**src/assert_macros.svh**
```systemverilog
// Assertion macros used by the receive window RTL
`ifndef ASSERT_MACROS_SVH
`define ASSERT_MACROS_SVH

// Concurrent check on the rising clock edge, switched off during reset
`define ASSERT_CLK(label, cond) \
	label: assert property (@(posedge clk) disable iff (!arst_n) (cond)) \
		else $error("assertion failed");

// Implication checked on the rising clock edge
`define ASSERT_IMPL(label, pre, post) \
	label: assert property (@(posedge clk) disable iff (!arst_n) (pre) |-> (post)) \
		else $error("assertion failed");

`endif

```
**src/srej_pkg.sv**
```systemverilog
// Types, constants and codes for the SREJ receive window
package srej_pkg;

	localparam int WINDOW  = 16;
	localparam int MAX_LEN = 4095;
	localparam int IDX_W   = 4;
	localparam int WIN_W   = 5;

	localparam logic [2:0] KIND_SREJ   = 3'd0;
	localparam logic [2:0] KIND_RR     = 3'd1;
	localparam logic [2:0] KIND_DATA   = 3'd2;
	localparam logic [2:0] KIND_EOF    = 3'd3;
	localparam logic [2:0] KIND_DROP   = 3'd4;
	localparam logic [2:0] KIND_NOTICE = 3'd5;

	localparam logic [1:0] FLAG_DATA = 2'd0;
	localparam logic [1:0] FLAG_EOF  = 2'd1;

	localparam logic REG_START  = 1'b0;
	localparam logic REG_WINDOW = 1'b1;

	typedef struct packed {
		logic [31:0] pkt_seq;
		logic [1:0]  flag_class;
		logic        crc_ok;
		logic [15:0] payload_ref;
		logic [11:0] payload_len;
	} rx_word_t;

	typedef struct packed {
		logic [2:0]  kind;
		logic [31:0] frame_seq;
		logic [31:0] ref_seq;
		logic [15:0] out_ref;
		logic [11:0] out_len;
		logic        last;
	} res_word_t;

	typedef struct packed {
		logic [31:0] seq;
		logic [15:0] pref;
		logic [11:0] plen;
		logic        eof;
	} slot_t;

endpackage

```
**src/srej_receive_window.sv**
```systemverilog
// Top level: selective-reject ARQ receive window with slot memory
// Usage:
//  rx channel (rx_valid/rx_ready/rx) takes one packet descriptor word; rx_ready
//  is high only while the sequencer is idle, so one word is worked at a time.
//  res channel (res_valid/res_ready/res) gives the result words of that packet
//  in order, the final one marked by last; a packet may give none.
//  Flow: an accepted word is decoded, then dropped, answered as stale (with a
//  notice for an end of file), stored silently, stored with SREJ requests, or
//  delivered; the first result word is registered after the decode state. An
//  in-order word also walks and drains the buffered packets that follow it,
//  the walk stopping at the window limit.
//  The result register frees the sequencer while a word waits: a stalled
//  receiver holds res steady and the sequencer waits on its next word.
//  APB port: register 0 start_sequence at 0x0, register 1 window_in_use at
//  0x4. Any write reinitialises the window; slot index setup then runs as a
//  bit-serial remainder of start_sequence by the window, during which rx_ready
//  is low.
//  Reset: start_sequence 1, window 16, all slots empty, ready after reset.
`include "assert_macros.svh"

module srej_receive_window (
	input  logic                 clk,
	input  logic                 arst_n,
	input  logic                 rx_valid,
	output logic                 rx_ready,
	input  srej_pkg::rx_word_t   rx,
	output logic                 res_valid,
	input  logic                 res_ready,
	output srej_pkg::res_word_t  res,
	input  logic                 psel,
	input  logic                 penable,
	input  logic                 pwrite,
	input  logic [2:0]           paddr,
	input  logic [31:0]          pwdata,
	output logic [31:0]          prdata,
	output logic                 pready
);

	typedef enum logic [3:0] {
		ST_IDLE, ST_CFG, ST_INIT, ST_DEC, ST_DROP, ST_SRR, ST_NOTICE, ST_SREJ,
		ST_DELIV, ST_WRD, ST_WCK, ST_RR, ST_DRD, ST_DEM
	} state_t;

	state_t st_q;
	logic [31:0] start_q, exp_q, hs_q, own_q, it_q, s_q;
	logic [srej_pkg::WIN_W-1:0] win_q, cnt_q, steps_q, rem_q;
	logic [srej_pkg::IDX_W-1:0] eidx_q, sidx_q;
	logic [5:0] bit_q;
	logic [srej_pkg::WINDOW-1:0] valid_q;
	srej_pkg::rx_word_t pkt_q;
	srej_pkg::res_word_t res_q;
	logic res_v_q;

	srej_pkg::slot_t mem [srej_pkg::WINDOW];
	srej_pkg::slot_t rd_s1;
	logic mem_we, mem_re;
	logic [srej_pkg::IDX_W-1:0] rd_addr, wr_addr;
	srej_pkg::slot_t wr_data;

	logic [srej_pkg::WIN_W-1:0] weff;
	logic cfg_wr, can_emit, stale, bad, ooo_cur, ooo_nxt, idx_wrap, res_load;
	logic [31:0] seq_off;
	logic [srej_pkg::WIN_W-1:0] idx_sum;
	logic [srej_pkg::IDX_W-1:0] idx_in;
	logic [5:0] rem_sh;

	function automatic logic below(input logic [31:0] a, input logic [31:0] b);
		logic [31:0] d;
		d = a - b;
		return d[31];
	endfunction

	function automatic logic [srej_pkg::IDX_W-1:0] inc_idx(
		input logic [srej_pkg::IDX_W-1:0] i, input logic [srej_pkg::WIN_W-1:0] w);
		logic [srej_pkg::WIN_W-1:0] n;
		n = {1'b0, i} + 1'b1;
		return (n >= w) ? '0 : n[srej_pkg::IDX_W-1:0];
	endfunction

	// slot of seq + 1; number zero always sits in slot zero
	function automatic logic [srej_pkg::IDX_W-1:0] next_idx(
		input logic [srej_pkg::IDX_W-1:0] i, input logic [31:0] seq,
		input logic [srej_pkg::WIN_W-1:0] w);
		return (seq == '1) ? '0 : inc_idx(i, w);
	endfunction

	always_comb begin
		if (win_q == '0)
			weff = srej_pkg::WIN_W'(1);
		else if (32'(win_q) > srej_pkg::WINDOW)
			weff = srej_pkg::WIN_W'(srej_pkg::WINDOW);
		else
			weff = win_q;
	end

	assign cfg_wr   = psel && penable && pwrite;
	assign pready   = 1'b1;
	assign prdata   = (paddr[2] == srej_pkg::REG_WINDOW) ? {27'd0, win_q} : start_q;
	assign rx_ready = (st_q == ST_IDLE);
	assign res_valid = res_v_q;
	assign res      = res_q;
	assign can_emit = !res_v_q || res_ready;
	assign res_load = !cfg_wr && can_emit
		&& ((st_q inside {ST_DROP, ST_SRR, ST_NOTICE, ST_DELIV, ST_RR, ST_DEM})
		|| ((st_q == ST_SREJ) && ooo_cur));

	assign seq_off = pkt_q.pkt_seq - exp_q;
	assign stale   = below(pkt_q.pkt_seq, exp_q);
	assign bad     = (pkt_q.flag_class > srej_pkg::FLAG_EOF)
		|| (32'(pkt_q.payload_len) > srej_pkg::MAX_LEN) || (seq_off >= 32'(weff));
	assign idx_wrap = (pkt_q.pkt_seq < exp_q);
	assign idx_sum = {1'b0, eidx_q} + seq_off[srej_pkg::WIN_W-1:0];
	assign idx_in  = idx_wrap ? pkt_q.pkt_seq[srej_pkg::IDX_W-1:0]
		: (idx_sum >= weff) ? srej_pkg::IDX_W'(idx_sum - weff)
		: idx_sum[srej_pkg::IDX_W-1:0];
	assign ooo_cur = below(it_q, pkt_q.pkt_seq) && (({1'b0, cnt_q} + 6'd1) < {1'b0, weff});
	assign ooo_nxt = below(it_q + 32'd1, pkt_q.pkt_seq)
		&& (({1'b0, cnt_q} + 6'd2) < {1'b0, weff});
	assign rem_sh  = {rem_q, start_q[bit_q[4:0]]};

	assign mem_we  = (st_q == ST_DEC) && pkt_q.crc_ok && !stale && !bad && (seq_off != '0);
	assign wr_addr = idx_in;
	assign wr_data = '{seq: pkt_q.pkt_seq, pref: pkt_q.payload_ref,
		plen: pkt_q.payload_len, eof: (pkt_q.flag_class == srej_pkg::FLAG_EOF)};
	assign mem_re  = (st_q == ST_WRD) || (st_q == ST_DRD);
	assign rd_addr = (st_q == ST_DRD) ? sidx_q : eidx_q;

	always_ff @(posedge clk) begin
		if (mem_we)
			mem[wr_addr] <= wr_data;
		if (mem_re)
			rd_s1 <= mem[rd_addr];
	end

	always_ff @(posedge clk or negedge arst_n) begin
		if (!arst_n) begin
			st_q    <= ST_IDLE;
			start_q <= 32'd1;
			win_q   <= srej_pkg::WIN_W'(16);
			exp_q   <= 32'd1;
			own_q   <= 32'd1;
			hs_q    <= 32'd0;
			eidx_q  <= srej_pkg::IDX_W'(1);
			valid_q <= '0;
			res_v_q <= 1'b0;
			cnt_q   <= '0;
			steps_q <= '0;
			rem_q   <= '0;
			bit_q   <= '0;
			sidx_q  <= '0;
			it_q    <= '0;
			s_q     <= '0;
		end else begin
			if (res_load)
				res_v_q <= 1'b1;
			else if (res_ready)
				res_v_q <= 1'b0;
			if (cfg_wr) begin
				if (paddr[2] == srej_pkg::REG_START)
					start_q <= pwdata;
				else
					win_q <= pwdata[srej_pkg::WIN_W-1:0];
				st_q <= ST_CFG;
			end else begin
				case (st_q)
					ST_IDLE: begin
						if (rx_valid) begin
							pkt_q <= rx;
							st_q  <= ST_DEC;
						end
					end
					ST_CFG: begin
						exp_q   <= start_q;
						own_q   <= start_q;
						hs_q    <= start_q - 32'd1;
						valid_q <= '0;
						rem_q   <= '0;
						bit_q   <= 6'd31;
						st_q    <= ST_INIT;
					end
					ST_INIT: begin
						rem_q <= (rem_sh >= {1'b0, weff}) ? srej_pkg::WIN_W'(rem_sh - {1'b0, weff})
							: rem_sh[srej_pkg::WIN_W-1:0];
						bit_q <= bit_q - 6'd1;
						if (bit_q == 6'h3f) begin
							eidx_q <= rem_q[srej_pkg::IDX_W-1:0];
							st_q   <= ST_IDLE;
						end
					end
					ST_DEC: begin
						if (!pkt_q.crc_ok)
							st_q <= ST_DROP;
						else if (stale)
							st_q <= ST_SRR;
						else if (bad)
							st_q <= ST_DROP;
						else begin
							if (below(hs_q, pkt_q.pkt_seq))
								hs_q <= pkt_q.pkt_seq;
							if (seq_off != '0) begin
								valid_q[idx_in] <= 1'b1;
								it_q  <= hs_q + 32'd1;
								cnt_q <= '0;
								st_q  <= ST_SREJ;
							end else
								st_q <= ST_DELIV;
						end
					end
					ST_DROP: begin
						if (can_emit) begin
							res_q   <= '{kind: srej_pkg::KIND_DROP, frame_seq: '0,
								ref_seq: pkt_q.pkt_seq, out_ref: '0, out_len: '0, last: 1'b1};
							st_q    <= ST_IDLE;
						end
					end
					ST_SRR: begin
						if (can_emit) begin
							res_q   <= '{kind: srej_pkg::KIND_RR, frame_seq: own_q, ref_seq: exp_q,
								out_ref: '0, out_len: '0,
								last: (pkt_q.flag_class != srej_pkg::FLAG_EOF)};
							own_q   <= own_q + 32'd1;
							st_q    <= (pkt_q.flag_class == srej_pkg::FLAG_EOF) ? ST_NOTICE : ST_IDLE;
						end
					end
					ST_NOTICE: begin
						if (can_emit) begin
							res_q   <= '{kind: srej_pkg::KIND_NOTICE, frame_seq: '0,
								ref_seq: pkt_q.pkt_seq, out_ref: '0, out_len: '0, last: 1'b1};
							st_q    <= ST_IDLE;
						end
					end
					ST_SREJ: begin
						if (!ooo_cur)
							st_q <= ST_IDLE;
						else if (can_emit) begin
							res_q   <= '{kind: srej_pkg::KIND_SREJ, frame_seq: own_q, ref_seq: it_q,
								out_ref: '0, out_len: '0, last: !ooo_nxt};
							own_q   <= own_q + 32'd1;
							it_q    <= it_q + 32'd1;
							cnt_q   <= cnt_q + 1'b1;
							if (!ooo_nxt)
								st_q <= ST_IDLE;
						end
					end
					ST_DELIV: begin
						if (can_emit) begin
							res_q   <= '{kind: (pkt_q.flag_class == srej_pkg::FLAG_EOF)
								? srej_pkg::KIND_EOF : srej_pkg::KIND_DATA, frame_seq: '0,
								ref_seq: pkt_q.pkt_seq, out_ref: pkt_q.payload_ref,
								out_len: pkt_q.payload_len, last: 1'b0};
							exp_q   <= exp_q + 32'd1;
							eidx_q  <= next_idx(eidx_q, exp_q, weff);
							sidx_q  <= next_idx(eidx_q, exp_q, weff);
							s_q     <= pkt_q.pkt_seq + 32'd1;
							steps_q <= '0;
							st_q    <= ST_WRD;
						end
					end
					ST_WRD: begin
						st_q <= (({1'b0, steps_q} + 6'd1) < {1'b0, weff}) ? ST_WCK : ST_RR;
					end
					ST_WCK: begin
						if (valid_q[eidx_q] && (rd_s1.seq == exp_q)) begin
							exp_q   <= exp_q + 32'd1;
							eidx_q  <= next_idx(eidx_q, exp_q, weff);
							steps_q <= steps_q + 1'b1;
							st_q    <= ST_WRD;
						end else
							st_q <= ST_RR;
					end
					ST_RR: begin
						if (can_emit) begin
							res_q   <= '{kind: srej_pkg::KIND_RR, frame_seq: own_q, ref_seq: exp_q,
								out_ref: '0, out_len: '0, last: (s_q == exp_q)};
							own_q   <= own_q + 32'd1;
							st_q    <= (s_q == exp_q) ? ST_IDLE : ST_DRD;
						end
					end
					ST_DRD: begin
						st_q <= ST_DEM;
					end
					ST_DEM: begin
						if (can_emit) begin
							res_q   <= '{kind: rd_s1.eof ? srej_pkg::KIND_EOF : srej_pkg::KIND_DATA,
								frame_seq: '0, ref_seq: rd_s1.seq, out_ref: rd_s1.pref,
								out_len: rd_s1.plen, last: ((s_q + 32'd1) == exp_q)};
							valid_q[sidx_q] <= 1'b0;
							s_q     <= s_q + 32'd1;
							sidx_q  <= next_idx(sidx_q, s_q, weff);
							st_q    <= ((s_q + 32'd1) == exp_q) ? ST_IDLE : ST_DRD;
						end
					end
					default: st_q <= ST_IDLE;
				endcase
			end
		end
	end

	`ASSERT_IMPL(a_eidx_in_window, st_q == ST_IDLE, {1'b0, eidx_q} < weff)
	`ASSERT_IMPL(a_drain_idx_in_window, st_q == ST_DRD, {1'b0, sidx_q} < weff)
	`ASSERT_IMPL(a_drain_slot_filled, st_q == ST_DEM, valid_q[sidx_q])

endmodule
```
**config.mk**
```make
export PLATFORM = sky130hd
export DESIGN_NAME = srej_receive_window
export DESIGN_NICKNAME = d
export VERILOG_FILES = /design/src/srej_pkg.sv /design/src/srej_receive_window.sv
export VERILOG_INCLUDE_DIRS = /design/src /design/src/src
export SDC_FILE = /design/constraint.sdc
export NUM_CORES = 2
export LEC_CHECK = 0
export ABC_AREA = 1
export BUFFER_PORTS_ARGS = -buffer_cell sky130_fd_sc_hd__clkbuf_2
export CAP_MARGIN = 20
export CORE_MARGIN = 5
export CORE_UTILIZATION = 50
export CTS_CLUSTER_SIZE = 12
export DETAILED_ROUTE_END_ITERATION = 6
export HOLD_SLACK_MARGIN = 0.03
export PLACE_DENSITY = 0.67
export SLEW_MARGIN = 20
export SYNTH_ARGS = -nofsm -noshare
export SYNTH_HDL_FRONTEND = slang
export SYNTH_SLANG_ARGS = --single-unit
export TNS_END_PERCENT = 20
```
**constraint.sdc**
```tcl
create_clock -name clk -period 19.3 [get_ports clk]
set_clock_uncertainty 0.1 [all_clocks]
set_input_delay 3.86 -clock clk [delete_from_list [all_inputs] [get_ports clk]]
set_output_delay 3.86 -clock clk [all_outputs]
set_load 0.02 [all_outputs]
```
==> results.tsv <==
metric	value	unit
maxCapViolCount	0	
portBuffers	232	
hp-class	reg -> reg	
crit_chain	clkbuf_2 -> o21ai_0 -> clkbuf_2	
wl	222000	microns
drt-vias-per-instance	5.97	
grt_pass1_vias	51300	
hold_violations	0	
rows	137	
hold_buffers	0	
synth_warnings	0	
syn_area_per_cell	10.1	sq um
post-dp-hpwl	142000	microns
drtIter0Drc	6215	
synthCells	6963	
cts.sinks	1443	
ys_seq_area_share	60.1	%
antenna_found_initial	6	
endpoint_kind	primary output	
synth_edf_count	1196	
utilization	56.0	%
cp_top_family	buffers and inverters	
htree_levels	4	
cp.required	15.34	ns
clock_path_buffers	3	
synth_seq_cells	1443	
fin_nets	7405	
top_level_ports	236	
synth_area	70000	sq um
cts_tree	built	
post-cts-setup-buffer-count	0	
critPathMaxFanout	39	
clock_latency	0.83	ns
numCtsBuffers	154	
critPathKind	in -> out	
groute.usage.overall	29.5	%
grt_pass1_wl	328000	microns
slew_headroom	17.5	%
max_freq	0.111	GHz
status	finished with violations	
vdd_ir_drop_max	105	uV
synthSimpleGateAreaFrac	15.5	%
synth-xor-area-share	2.77	%
async_flop_share	17.1	%
start_util	50.2	%
rsz0062_at_grt	no	
cts.clk_slew.worst_paths	0.06	ns
period_share	46.7	%
synthesis.nets	7252	
wl_per_cell	24.4	microns
drive_gt1_share	8.78	%
worstMarginPinSlew	1.24	ns
final_cell_mix	edfxtp_1, nand2_1, nor2_1, o21ai_0, inv_1	
muxShareOfSynthArea	0.0733	%
core_area	139000	sq um
cp_slowest_stage_delay	0.48	ns
arrival	5.05	ns
fin_crit	9.01	ns
crit_top_cell	clkbuf_2	
die_w	384	microns
drc	1	
synthAdderAreaFrac	3.33	%
cts-root-buf	clkbuf_16	
drt.antenna.violating_nets	0	
area_delta_synth_final	11.5	%
tns	0	ns
failed_checks	DRC	
synth_top_family_by_area	simple AND/OR/NAND/NOR gates	
post_cts_resized	0	
synth_ff_type	edfxtp_1	
p_leak	29.8	nW
finalMaxSlewViolations	0	
dr_total_vias	54300	
final_common_cell	edfxtp_1	
gr-total-overflow	0	
cp-start-kind	input port	
die-area	148000	sq um
critical-path-slowest-cell	o21ai_0	
synth_compound_area_share	13.1	%
ys_types	64	
critPathBufInv	2	
gp_congestion	0.975	
grt_max_degree	210	
die_height	384	microns
drtPass1Iterations	7	
power.density	117	nW/um^2
setup_viol	0	
==> tightest hold or removal path, cell delays in order, from the launching register on <==
cell	delay [ns]
dfrtp_1	0.35
nand2_1	0.05
nand2_1	0.06
==> final cells by class <==
| type | instances | area (sq um) |
|---|---|---|
| diodes | 2 | 5.00 |
| inverters | 583 | 2210 |
| clock buffers | 202 | 4140 |
| well taps | 1876 | 2350 |
| flip-flops and latches | 1443 | 42100 |
| fillers | 11900 | 61300 |
| repair buffers | 335 | 1990 |
| clock inverters | 56 | 623 |
| multi-input cells | 4599 | 24600 |
==> kinds of logic (layout without fill, tap and decap cells) <==
family / after synthesis / in the layout
compound gates: 1544 / 1544
xor+xnor: 221 / 221
fa+ha+maj: 184 / 184
buf+inv: 921 / 1176
flops: 1443 / 1443
mux: 5 / 5
other cells: 1 / 3
simple gates: 2644 / 2644
==> per-layer routing <==
metal	part of all wire (%)	track usage, %	up-vias
li1	-	-	24800
met1	41	41.0	26400
met2	45	46.5	2653
met3	8.8	4.37	459
met4	4.6	13.0	6
met5	0.018	0	-
==> per-stage QoR <==
step	instances	power (W)	hold slack (ns)	setup WS, ns	cell area [sq um]
detailed placement	8835	0.00628	0.377	10.31	73300
global placement	8834	0.00623	0.367	10.36	73200
CTS	9093	0.00911	0.394	10.31	78000
global route	9094	0.00958	0.418	10.18	78000
finish	9096	0.00912	0.390	10.29	78000
floorplan	6963	0.00548	0.349	4.37	70000
==> cells in the mapped netlist, types with 5 or more instances <==
cell type	instances	share of area [%]
dfrtp_1	242	8.7
nand3b_1	8	0.086
a22oi_1	13	0.14
o21ai_0	804	5.7
inv_2	22	0.12
o21ai_1	39	0.28
and2_1	6	0.054
clkinv_1	13	0.070
ha_1	180	3.2
o211ai_1	104	1.1
a21oi_1	190	1.4
nor2_1	905	4.9
or2_2	20	0.18
nand2_1	1190	6.4
buf_1	12	0.064
a22o_1	28	0.35
inv_1	548	2.9
nor2_2	9	0.080
edfxtp_1	1196	51
o22ai_1	91	0.81
clkbuf_1	306	1.6
o31ai_1	8	0.086
dfstp_2	5	0.19
a221oi_1	20	0.25
nor4_1	31	0.28
o221ai_1	174	2.2
o21bai_1	8	0.086
xnor2_1	54	0.68
nor3_1	91	0.65
buf_2	13	0.093
o2111ai_1	17	0.21
a31oi_1	25	0.22
nand3_1	281	2.0
xor2_1	167	2.1
nand4_1	79	0.71
o21a_1	10	0.11
nor3b_1	5	0.054
==> report_power, final <==
part / switching, W / leakage, nW / total, W / internal (W)
clock network: 0.00124 / 2.29 / 0.00284 / 0.00160
registers: 0.000341 / 13.7 / 0.00396 / 0.00362
logic: 0.00159 / 13.8 / 0.00232 / 0.000723
total: 0.00317 / 29.8 / 0.00912 / 0.00594
==> flip-flops by register name, indices dropped and copies added (netlist names), 6 cells and up <==
name	cells
hs_q	32
s_q	32
rd_s1	61
res	96
start_q	32
valid_q	16
bit_q	6
pkt_q	63
mem	976
exp_q	32
it_q	32
own_q	32
==> path summary, 6_finish.rpt <==
check	cells after the start	slack, ns	end	from
max in group asynchronous	3	13.85	hs_q[26]	arst_n
hold / removal	2	0.39	valid_q[2]	valid_q[2]
setup reg to reg	22	11.71	mem[10][53]	pkt_q[31]
min in group asynchronous	1	2.87	it_q[4]	arst_n
setup / recovery	3	10.29	prdata[2]	paddr[2]
hold reg to reg	2	0.39	valid_q[2]	valid_q[2]
Power figures use the tool's default switching activity.
